--- config.mk ---
export PLATFORM = sky130hd
export DESIGN_NAME = substring_first_last_match
export DESIGN_NICKNAME = d
export VERILOG_FILES = /design/src/rtl/sflm_pkg.sv /design/src/rtl/sflm_cell.sv /design/src/rtl/sflm_tracker.sv /design/src/rtl/substring_first_last_match.sv
export SDC_FILE = /design/constraint.sdc
export NUM_CORES = 1
export LEC_CHECK = 0
export BUFFER_PORTS_ARGS = -buffer_cell sky130_fd_sc_hd__buf_2
export CAP_MARGIN = 0
export CORE_UTILIZATION = 50
export DETAILED_ROUTE_END_ITERATION = 10
export PLACE_DENSITY = 0.67
export SLEW_MARGIN = 10
export SYNTH_ARGS = -nofsm -noshare
export SYNTH_HDL_FRONTEND = slang
export SYNTH_SLANG_ARGS = --single-unit
export TNS_END_PERCENT = 20
--- constraint.sdc ---
create_clock -name clk -period 6.9 [get_ports clk]
set_input_delay 1.38 -clock clk [delete_from_list [all_inputs] [get_ports clk]]
set_output_delay 1.38 -clock clk [all_outputs]
set_load 0.01 [all_outputs]
--- src/rtl/sflm_pkg.sv ---
// ----------------------------------------------------------------------------
// sflm_pkg: shared types and constants for the substring search block
// Holds the word types of the in and out channels, the configuration register codes,
// the cell control struct and the pattern length clamp.
// ----------------------------------------------------------------------------
package sflm_pkg;

  // Buffer capacity in bytes and the number of comparison cells.
  localparam int MAX_BUFFER  = 2048;
  localparam int MAX_PATTERN = 16;

  // Pattern storage is fixed by the two 64-bit pattern registers.
  localparam int PAT_BYTES  = 16;
  localparam int PAT_IDX_W  = 4;
  localparam int LEN_W      = 5;
  localparam int CELL_IDX_W = (MAX_PATTERN > 1) ? $clog2(MAX_PATTERN) : 1;
  localparam int COUNT_W    = $clog2(MAX_BUFFER + 2);
  localparam int POS_W      = 11;
  localparam int CFG_IDX_W  = 2;
  localparam int CFG_DATA_W = 64;

  // Configuration register indexes.
  typedef enum logic [CFG_IDX_W-1:0] {
    CFG_PATTERN_LOW     = 2'd0,
    CFG_PATTERN_HIGH    = 2'd1,
    CFG_PATTERN_LENGTH  = 2'd2,
    CFG_SEARCH_BACKWARD = 2'd3
  } cfg_reg_t;

  typedef struct packed {
    logic [7:0] data_byte;
    logic       end_of_buffer;
  } in_word_t;

  typedef struct packed {
    logic             found;
    logic [POS_W-1:0] match_position;
    logic             overflow;
  } out_word_t;

  // Control handed to every cell of the window chain.
  typedef struct packed {
    logic shift;
    logic clear;
  } cell_ctl_t;

  typedef logic [PAT_BYTES-1:0][7:0] pattern_t;

  // Lengths above the cell count behave as the full cell count.
  function automatic logic [LEN_W-1:0] eff_len(input logic [LEN_W-1:0] len);
    logic [LEN_W-1:0] res;
    begin
      res = (len > LEN_W'(MAX_PATTERN)) ? LEN_W'(MAX_PATTERN) : len;
      return res;
    end
  endfunction

endpackage

--- src/rtl/sflm_cell.sv ---
// ----------------------------------------------------------------------------
// sflm_cell: one byte cell of the search window
// Holds one window byte, passes it to the next cell on every shift and
// compares the incoming byte with the pattern byte aligned to its place.
// ----------------------------------------------------------------------------
module sflm_cell (
  input  logic                           clk,
  input  sflm_pkg::cell_ctl_t            ctl,
  input  logic [sflm_pkg::CELL_IDX_W-1:0] cell_idx,
  input  logic [7:0]                     byte_in,
  input  sflm_pkg::pattern_t             pattern,
  input  logic [sflm_pkg::LEN_W-1:0]     len_eff,
  output logic [7:0]                     byte_out,
  output logic                           match
);
  import sflm_pkg::*;

  logic [7:0]       byte_r;
  logic [7:0]       byte_nxt;
  logic [LEN_W-1:0] pat_sel;
  logic             in_use;

  // This cell takes part only while its place lies inside the pattern; the
  // newest byte lines up with the last pattern byte.
  always_comb begin
    in_use  = LEN_W'(cell_idx) < len_eff;
    pat_sel = len_eff - LEN_W'(1) - LEN_W'(cell_idx);
    match   = !in_use || (byte_in == pattern[pat_sel[PAT_IDX_W-1:0]]);
  end

  // Shift the incoming byte in, or empty the cell at the end of a buffer.
  always_comb begin
    byte_nxt = byte_r;
    if (ctl.shift) begin
      byte_nxt = ctl.clear ? 8'h00 : byte_in;
    end
  end

  always_ff @(posedge clk) begin
    byte_r <= byte_nxt;
  end

  assign byte_out = byte_r;

endmodule

--- src/rtl/sflm_tracker.sv ---
// ----------------------------------------------------------------------------
// sflm_tracker: byte count and match position tracking
// Counts the bytes of the current buffer, records the first and last match
// starts and forms the result word for the byte that ends the buffer.
// ----------------------------------------------------------------------------
module sflm_tracker (
  input  logic                       clk,
  input  logic                       rst_n,
  input  logic                       accept,
  input  logic                       last,
  input  logic                       all_match,
  input  logic [sflm_pkg::LEN_W-1:0] len_eff,
  input  logic                       search_backward,
  output sflm_pkg::out_word_t        result
);
  import sflm_pkg::*;

  logic [COUNT_W-1:0] count_r, count_nxt;
  logic               cap_r, cap_nxt;
  logic               first_seen_r, first_seen_nxt;
  logic [POS_W-1:0]   first_pos_r, first_pos_nxt;
  logic               last_seen_r, last_seen_nxt;
  logic [POS_W-1:0]   last_pos_r, last_pos_nxt;

  logic [COUNT_W-1:0] count_new;
  logic               cap_new;
  logic               hit;
  logic [COUNT_W-1:0] start_full;
  logic               first_seen_new, last_seen_new;
  logic [POS_W-1:0]   first_pos_new, last_pos_new;

  // Count with saturation one past capacity, then qualify the window hit.
  always_comb begin
    count_new  = (count_r <= COUNT_W'(MAX_BUFFER)) ? count_r + COUNT_W'(1) : count_r;
    cap_new    = cap_r || (count_new > COUNT_W'(MAX_BUFFER));
    hit        = all_match && (len_eff != '0) && !cap_new &&
                 (count_new >= COUNT_W'(len_eff));
    start_full = count_new - COUNT_W'(len_eff);

    first_seen_new = first_seen_r || hit;
    first_pos_new  = (hit && !first_seen_r) ? start_full[POS_W-1:0] : first_pos_r;
    last_seen_new  = last_seen_r || hit;
    last_pos_new   = hit ? start_full[POS_W-1:0] : last_pos_r;
  end

  // Result word for a byte that ends the buffer.
  always_comb begin
    result = '0;
    if (cap_new) begin
      result.overflow = 1'b1;
    end else if (search_backward) begin
      result.found          = last_seen_new;
      result.match_position = last_seen_new ? last_pos_new : '0;
    end else begin
      result.found          = first_seen_new;
      result.match_position = first_seen_new ? first_pos_new : '0;
    end
  end

  // Update on every accepted byte; the end of a buffer clears it all.
  always_comb begin
    count_nxt      = count_r;
    cap_nxt        = cap_r;
    first_seen_nxt = first_seen_r;
    first_pos_nxt  = first_pos_r;
    last_seen_nxt  = last_seen_r;
    last_pos_nxt   = last_pos_r;
    if (accept) begin
      if (last) begin
        count_nxt      = '0;
        cap_nxt        = 1'b0;
        first_seen_nxt = 1'b0;
        first_pos_nxt  = '0;
        last_seen_nxt  = 1'b0;
        last_pos_nxt   = '0;
      end else begin
        count_nxt      = count_new;
        cap_nxt        = cap_new;
        first_seen_nxt = first_seen_new;
        first_pos_nxt  = first_pos_new;
        last_seen_nxt  = last_seen_new;
        last_pos_nxt   = last_pos_new;
      end
    end
  end

  always_ff @(posedge clk) begin
    if (!rst_n) begin
      count_r      <= '0;
      cap_r        <= 1'b0;
      first_seen_r <= 1'b0;
      first_pos_r  <= '0;
      last_seen_r  <= 1'b0;
      last_pos_r   <= '0;
    end else begin
      count_r      <= count_nxt;
      cap_r        <= cap_nxt;
      first_seen_r <= first_seen_nxt;
      first_pos_r  <= first_pos_nxt;
      last_seen_r  <= last_seen_nxt;
      last_pos_r   <= last_pos_nxt;
    end
  end

endmodule

--- src/rtl/substring_first_last_match.sv ---
// ----------------------------------------------------------------------------
// substring_first_last_match: streaming substring search
// Searches each buffer for a configured pattern of 1 to 16 bytes and gives
// one word per buffer with the first or last match start.
//
//   Channel  Direction  Handshake          Word
//   in       input      in_valid/in_stall  data_byte, end_of_buffer
//   out      output     out_valid/out_stall found, match_position, overflow
//   cfg      input      cfg_valid/cfg_ready cfg_index, cfg_data
//
// One byte is taken per cycle while the input is not stalled; every cell
// compares its incoming byte in the cycle the byte is taken. The result
// word appears in the output register in the cycle after the byte that
// ends the buffer. Synchronous reset clears all control state and sets
// the pattern length to one. Input is stalled only while a result word is
// held and the output side is stalling.
// ----------------------------------------------------------------------------
module substring_first_last_match (
  input  logic                            clk,
  input  logic                            rst_n,
  input  logic                            in_valid,
  output logic                            in_stall,
  input  sflm_pkg::in_word_t              in_word,
  output logic                            out_valid,
  input  logic                            out_stall,
  output sflm_pkg::out_word_t             out_word,
  input  logic                            cfg_valid,
  output logic                            cfg_ready,
  input  logic [sflm_pkg::CFG_IDX_W-1:0]  cfg_index,
  input  logic [sflm_pkg::CFG_DATA_W-1:0] cfg_data
);
  import sflm_pkg::*;

  // Configuration registers.
  pattern_t         pattern_r, pattern_nxt;
  logic [LEN_W-1:0] plen_r, plen_nxt;
  logic             backward_r, backward_nxt;

  // Output register.
  logic      out_valid_r, out_valid_nxt;
  out_word_t out_word_r, out_word_nxt;

  logic                  in_accept;
  logic [LEN_W-1:0]      len_eff;
  cell_ctl_t             ctl;
  logic [MAX_PATTERN-1:0] cell_match;
  logic [MAX_PATTERN-1:0][7:0] cell_byte_in;
  logic [MAX_PATTERN-1:0][7:0] cell_byte_out;
  out_word_t             result;

  assign cfg_ready = 1'b1;
  assign in_stall  = out_valid_r && out_stall;
  assign in_accept = in_valid && !in_stall;
  assign len_eff   = eff_len(plen_r);

  // Register writes.
  always_comb begin
    pattern_nxt  = pattern_r;
    plen_nxt     = plen_r;
    backward_nxt = backward_r;
    if (cfg_valid && cfg_ready) begin
      case (cfg_reg_t'(cfg_index))
        CFG_PATTERN_LOW:     pattern_nxt[7:0]  = cfg_data;
        CFG_PATTERN_HIGH:    pattern_nxt[15:8] = cfg_data;
        CFG_PATTERN_LENGTH:  plen_nxt          = cfg_data[LEN_W-1:0];
        CFG_SEARCH_BACKWARD: backward_nxt      = cfg_data[0];
        default: ;
      endcase
    end
  end

  // Window chain: cell zero takes the new byte, each cell feeds the next.
  assign ctl.shift = in_accept;
  assign ctl.clear = in_word.end_of_buffer;

  for (genvar j = 0; j < MAX_PATTERN; j++) begin : g_cell
    if (j == 0) begin : g_head
      assign cell_byte_in[j] = in_word.data_byte;
    end else begin : g_body
      assign cell_byte_in[j] = cell_byte_out[j-1];
    end

    sflm_cell u_cell (
      .clk      (clk),
      .ctl      (ctl),
      .cell_idx (CELL_IDX_W'(j)),
      .byte_in  (cell_byte_in[j]),
      .pattern  (pattern_r),
      .len_eff  (len_eff),
      .byte_out (cell_byte_out[j]),
      .match    (cell_match[j])
    );
  end

  sflm_tracker u_tracker (
    .clk             (clk),
    .rst_n           (rst_n),
    .accept          (in_accept),
    .last            (in_word.end_of_buffer),
    .all_match       (&cell_match),
    .len_eff         (len_eff),
    .search_backward (backward_r),
    .result          (result)
  );

  // Output register: loads on the byte that ends a buffer, drains when taken.
  always_comb begin
    out_valid_nxt = out_valid_r;
    out_word_nxt  = out_word_r;
    if (in_accept && in_word.end_of_buffer) begin
      out_valid_nxt = 1'b1;
      out_word_nxt  = result;
    end else if (out_valid_r && !out_stall) begin
      out_valid_nxt = 1'b0;
    end
  end

  always_ff @(posedge clk) begin
    if (!rst_n) begin
      pattern_r   <= '0;
      plen_r      <= LEN_W'(1);
      backward_r  <= 1'b0;
      out_valid_r <= 1'b0;
    end else begin
      pattern_r   <= pattern_nxt;
      plen_r      <= plen_nxt;
      backward_r  <= backward_nxt;
      out_valid_r <= out_valid_nxt;
    end
    out_word_r <= out_word_nxt;
  end

  assign out_valid = out_valid_r;
  assign out_word  = out_word_r;

  // A word that ends a buffer always yields a result in the next cycle.
  a_result_follows: assert property (@(posedge clk) disable iff (!rst_n)
    in_accept && in_word.end_of_buffer |=> out_valid_r)
    else $error("result word missing after end of buffer");

  // Overflow never comes with a match.
  a_overflow_not_found: assert property (@(posedge clk) disable iff (!rst_n)
    out_valid_r |-> !(out_word_r.overflow && out_word_r.found))
    else $error("overflow reported together with a match");

  // Position is zero whenever nothing was found.
  a_pos_zero: assert property (@(posedge clk) disable iff (!rst_n)
    out_valid_r && !out_word_r.found |-> out_word_r.match_position == '0)
    else $error("non-zero position without a match");

  // Input is held back only by a waiting result word.
  a_stall_cause: assert property (@(posedge clk) disable iff (!rst_n)
    in_stall |-> out_valid_r)
    else $error("input stalled with an empty output register");

endmodule
==> summary.txt <==
Final layout
  – Layout Area Growth over Synthesis: 8.84%
  – Nets@finish: 2,349
  – Storage cell area: 7440 um^2
  – Multi-input gate area: 13,000 um^2
  – Share of layout cells above drive strength 1: 0.138
  – Filler instances: 3,812
  – Ant. Diodes: 0
  – Commonest non-fill, non-tap cells in the layout: nand2_1, mux2i_1, a21oi_1, dfxtp_1, nor2b_1
  – Most common cell after layout, fill and taps aside: nand2_1

Setup path
  – Crit-path leading delay family: simple AND/OR/NAND/NOR gates
  – WP buf/inv: 0
  – Crit path kind: reg -> reg
  – CP Cell Sequence: nand2b_4 > ha_1 > nor2b_1 > a21oi_1 > and2_1 > mux2_2 > mux2i_1 > xor2_1 > nand4_1 > a2bb2oi_1 > nor4_1 > and4_1 > and4bb_1 > a22o_1
  – R2R depth: 14
  – Critical Path Fanout Max: 21
  – Largest stage delay, worst path: 0.83 ns
  – Critical path endpoint category: register
  – Stages on worst setup path: 14
  – WP data arrival: 6.74 ns
  – FF-to-FF Start: plen_r[0]
  – Reg-to-Reg End: u_tracker.first_pos_r[9]
  – Slowest CP cell: and2_1
  – CP Launch Type: register
  – Reg2Reg Setup Slack: 0.65 ns
  – CP Data Required Time: 7.39 ns

Clocking
  – # clock sinks: 305
  – Clk_lat worst skew: 0.56 ns
  – Post-CTS setup buffer count: 0
  – CTS tree: done
  – CTS clk-pin slew, worst paths: 0.07 ns
  – Htree depth: 2
  – CTS resizes: 0
  – Cts bufs inserted: 36
  – Clk buf depth: 3
  – Hold_buf cts: 0
  – Clock root buffer master: clkbuf_16

Power and ir drop
  – Clock power frac: 0.391
  – Sw frac: 0.304
  – Pleak: 8.38 nW
  – Max IR drop VDD: 166 uV
  – PD cells: 228 nW/um^2
  – P_int: 3.68 mW
  – Sequential power share: 0.394
  – Logic pwr share: 0.215
  – Switching power: 1.61 mW

Place
  – Final Wtd Congestion: 1.08
  – Buffers on Ports: 94
  – Dpl ws: 0.946 ns
  – Dpl hpwl: 55,700 um

Floorplan
  – Die W: 209 um
  – Top-level port count: 96
  – Full die area: 43,500 um^2
  – Starting Density: 0.508
  – CORE AREA: 42,000 um^2
  – Die height: 209 um
  – FP Rows: 75

Min path
  – Hold Crit Depth: 1
  – Hold Crit Endpoint: u_tracker.first_pos_r[3]
  – HP Class: reg -> reg
  – Worst hold path startpoint: u_tracker.first_pos_r[3]

Global routing
  – Initial antenna violation count: 0
  – Overall routing resource usage: 0.346
  – Largest net degree at the start of global routing: 175
  – Vias in the first global route: 17.5k
  – First-pass GRT wire length: 113,000 um
  – Overflow after GRT: 0

Synthesis
  – Yosys reg bits: 305
  – Post-synth ARST share: 0
  – Netlist cell types: 84
  – EDFF count, synth: 133
  – Syn Nets: 2,366
  – Synthesized area per cell: 9.38 um^2
  – Gate Count Post-Synth: 2,275
  – Ys flop type: dfxtp_1
  – Synthesized cell area: 21,300 um^2
  – Yosys warns: 0
  – Sequential share of the synthesized area: 0.348

STA
  – Slew Viols, Final: 0
  – Setup WS post-layout: 0.651 ns
  – Worst Clk Skew: 0.0213 ns
  – Final Hold Fails: 0
  – RSZ-0062 raised after global routing: no
  – Final Setup Violations: 0
  – Slew margin rel.: 0.0827
  – Maximum clock frequency: 0.160 GHz
  – Setup TNS: 0 ns
  – Minimum clock period: 6.25 ns
  – Fin crit share: 0.906
  – Worst slew pin tran: 1.37 ns

Detailed routing
  – First drt pass iteration count: 5
  – Post-Route WL: 75,800 um
  – Via count: 18.5k
  – Drt drc: 0
  – Final ANT Viol Nets: 0
  – Wire per inst: 26.9 um
  – Iter 0 DRT Violations: 2,268
  – Vias/cell: 6.54

Job
  – Max Cap Violations: 0

Run status
  – Outcome: finished clean
layout make-up:
type	count	area share
Inverter	23	0.00404
Timing Repair Buffer	128	0.0324
Sequential cell	305	0.320
Clock buffer	44	0.0419
Clock inverter	19	0.0120
Multi-Input combinational cell	1764	0.560
Tap cell	539	0.0290
metal layers:
layer,track usage,wire (um),vias to the layer above
met1,0.434,29200,9001
met3,0.0621,6420,227
met4,0.198,4810,0
met5,0,0,-
met2,0.564,35400,929
li1,-,-,8312
worst register-to-register path: stages (launching register included):
cell,delay (ns)
dfxtp_1,0.75
nand2b_4,0.34
ha_1,0.51
nor2b_1,0.23
a21oi_1,0.29
and2_1,0.83
mux2_2,0.43
mux2i_1,0.18
xor2_1,0.21
nand4_1,0.15
a2bb2oi_1,0.15
nor4_1,0.71
and4_1,0.66
and4bb_1,0.53
a22o_1,0.19
cell usage after synthesis, drive strengths merged, types with 65 or more instances:
library cell  instances  share of area
a21oi               177          0.042
buf                  72          0.019
clkbuf              111          0.020
dfxtp               172           0.16
edfxtp              133           0.19
mux2i               267           0.13
nand2               320          0.056
nor2                 65          0.012
nor2b               140          0.041
o21ai                83          0.019
xnor2                84          0.038
xor2                 73          0.033
per-stage QoR:
| stage | instances | cell area, um^2 | hold WS [ns] | total power [mW] | utilization |
|---|---|---|---|---|---|
| 2_1_floorplan | 2275 | 21300 | 0.441 | 2.86 | - |
| 3_3_place_gp | 2759 | 22000 | 0.466 | 3.20 | 0.523 |
| 3_5_place_dp | 2759 | 22000 | 0.465 | 3.22 | 0.523 |
| 4_1_cts | 2822 | 23200 | 0.486 | 5.27 | 0.553 |
| 5_1_grt | 2822 | 23200 | 0.500 | 5.43 | 0.553 |
| 6_report | 2822 | 23200 | 0.486 | 5.29 | 0.553 |
power groups by stage:
| stage | Clock (mW) | Sequential, mW | Combinational, mW |
|---|---|---|---|
| after floorplan | 0 | 2.06 | 0.797 |
| after global placement | 0 | 2.12 | 1.08 |
| after detailed placement | 0 | 2.12 | 1.10 |
| after CTS | 2.09 | 2.08 | 1.11 |
| after global routing | 2.15 | 2.09 | 1.19 |
| final | 2.06 | 2.08 | 1.14 |
state kept, by name, summed over array words and instances, names as in the netlist, 5 cells and up:
register / cells
g_cell.u_cell.byte_out: 120
out_word: 13
pattern_r: 128
plen_r: 5
u_tracker.count_r: 12
u_tracker.first_pos_r: 11
u_tracker.last_pos_r: 11
kinds of logic (layout without fill, tap and decap cells):
| family | count (synthesis) | after routing | share of synthesized area |
|---|---|---|---|
| and+or+nand+nor | 737 | 737 | 0.175 |
| xor gates and xnor gates | 157 | 157 | 0.0708 |
| DFF | 305 | 305 | 0.348 |
| AOI/OAI and AO/OA | 496 | 496 | 0.146 |
| muxes | 362 | 362 | 0.209 |
| adders and majority gates | 11 | 11 | 0.00680 |
| other | 1 | 1 | 0.000176 |
| buffers and inverters | 206 | 214 | 0.0429 |
worst max-delay path by stage:
stage	slack [ns]	end	startpoint
final	0.65	u_tracker.first_pos_r[9]	plen_r[0]
after global routing	0.45	out_word[3]	u_tracker.count_r[0]
after CTS	0.90	u_tracker.first_pos_r[9]	plen_r[0]
after detailed placement	0.95	u_tracker.first_pos_r[1]	plen_r[0]
after global placement	1.11	u_tracker.first_pos_r[10]	plen_r[0]
after floorplan	1.69	u_tracker.count_r[7]	out_stall
Note: power is estimated with default switching activity, not from simulation.
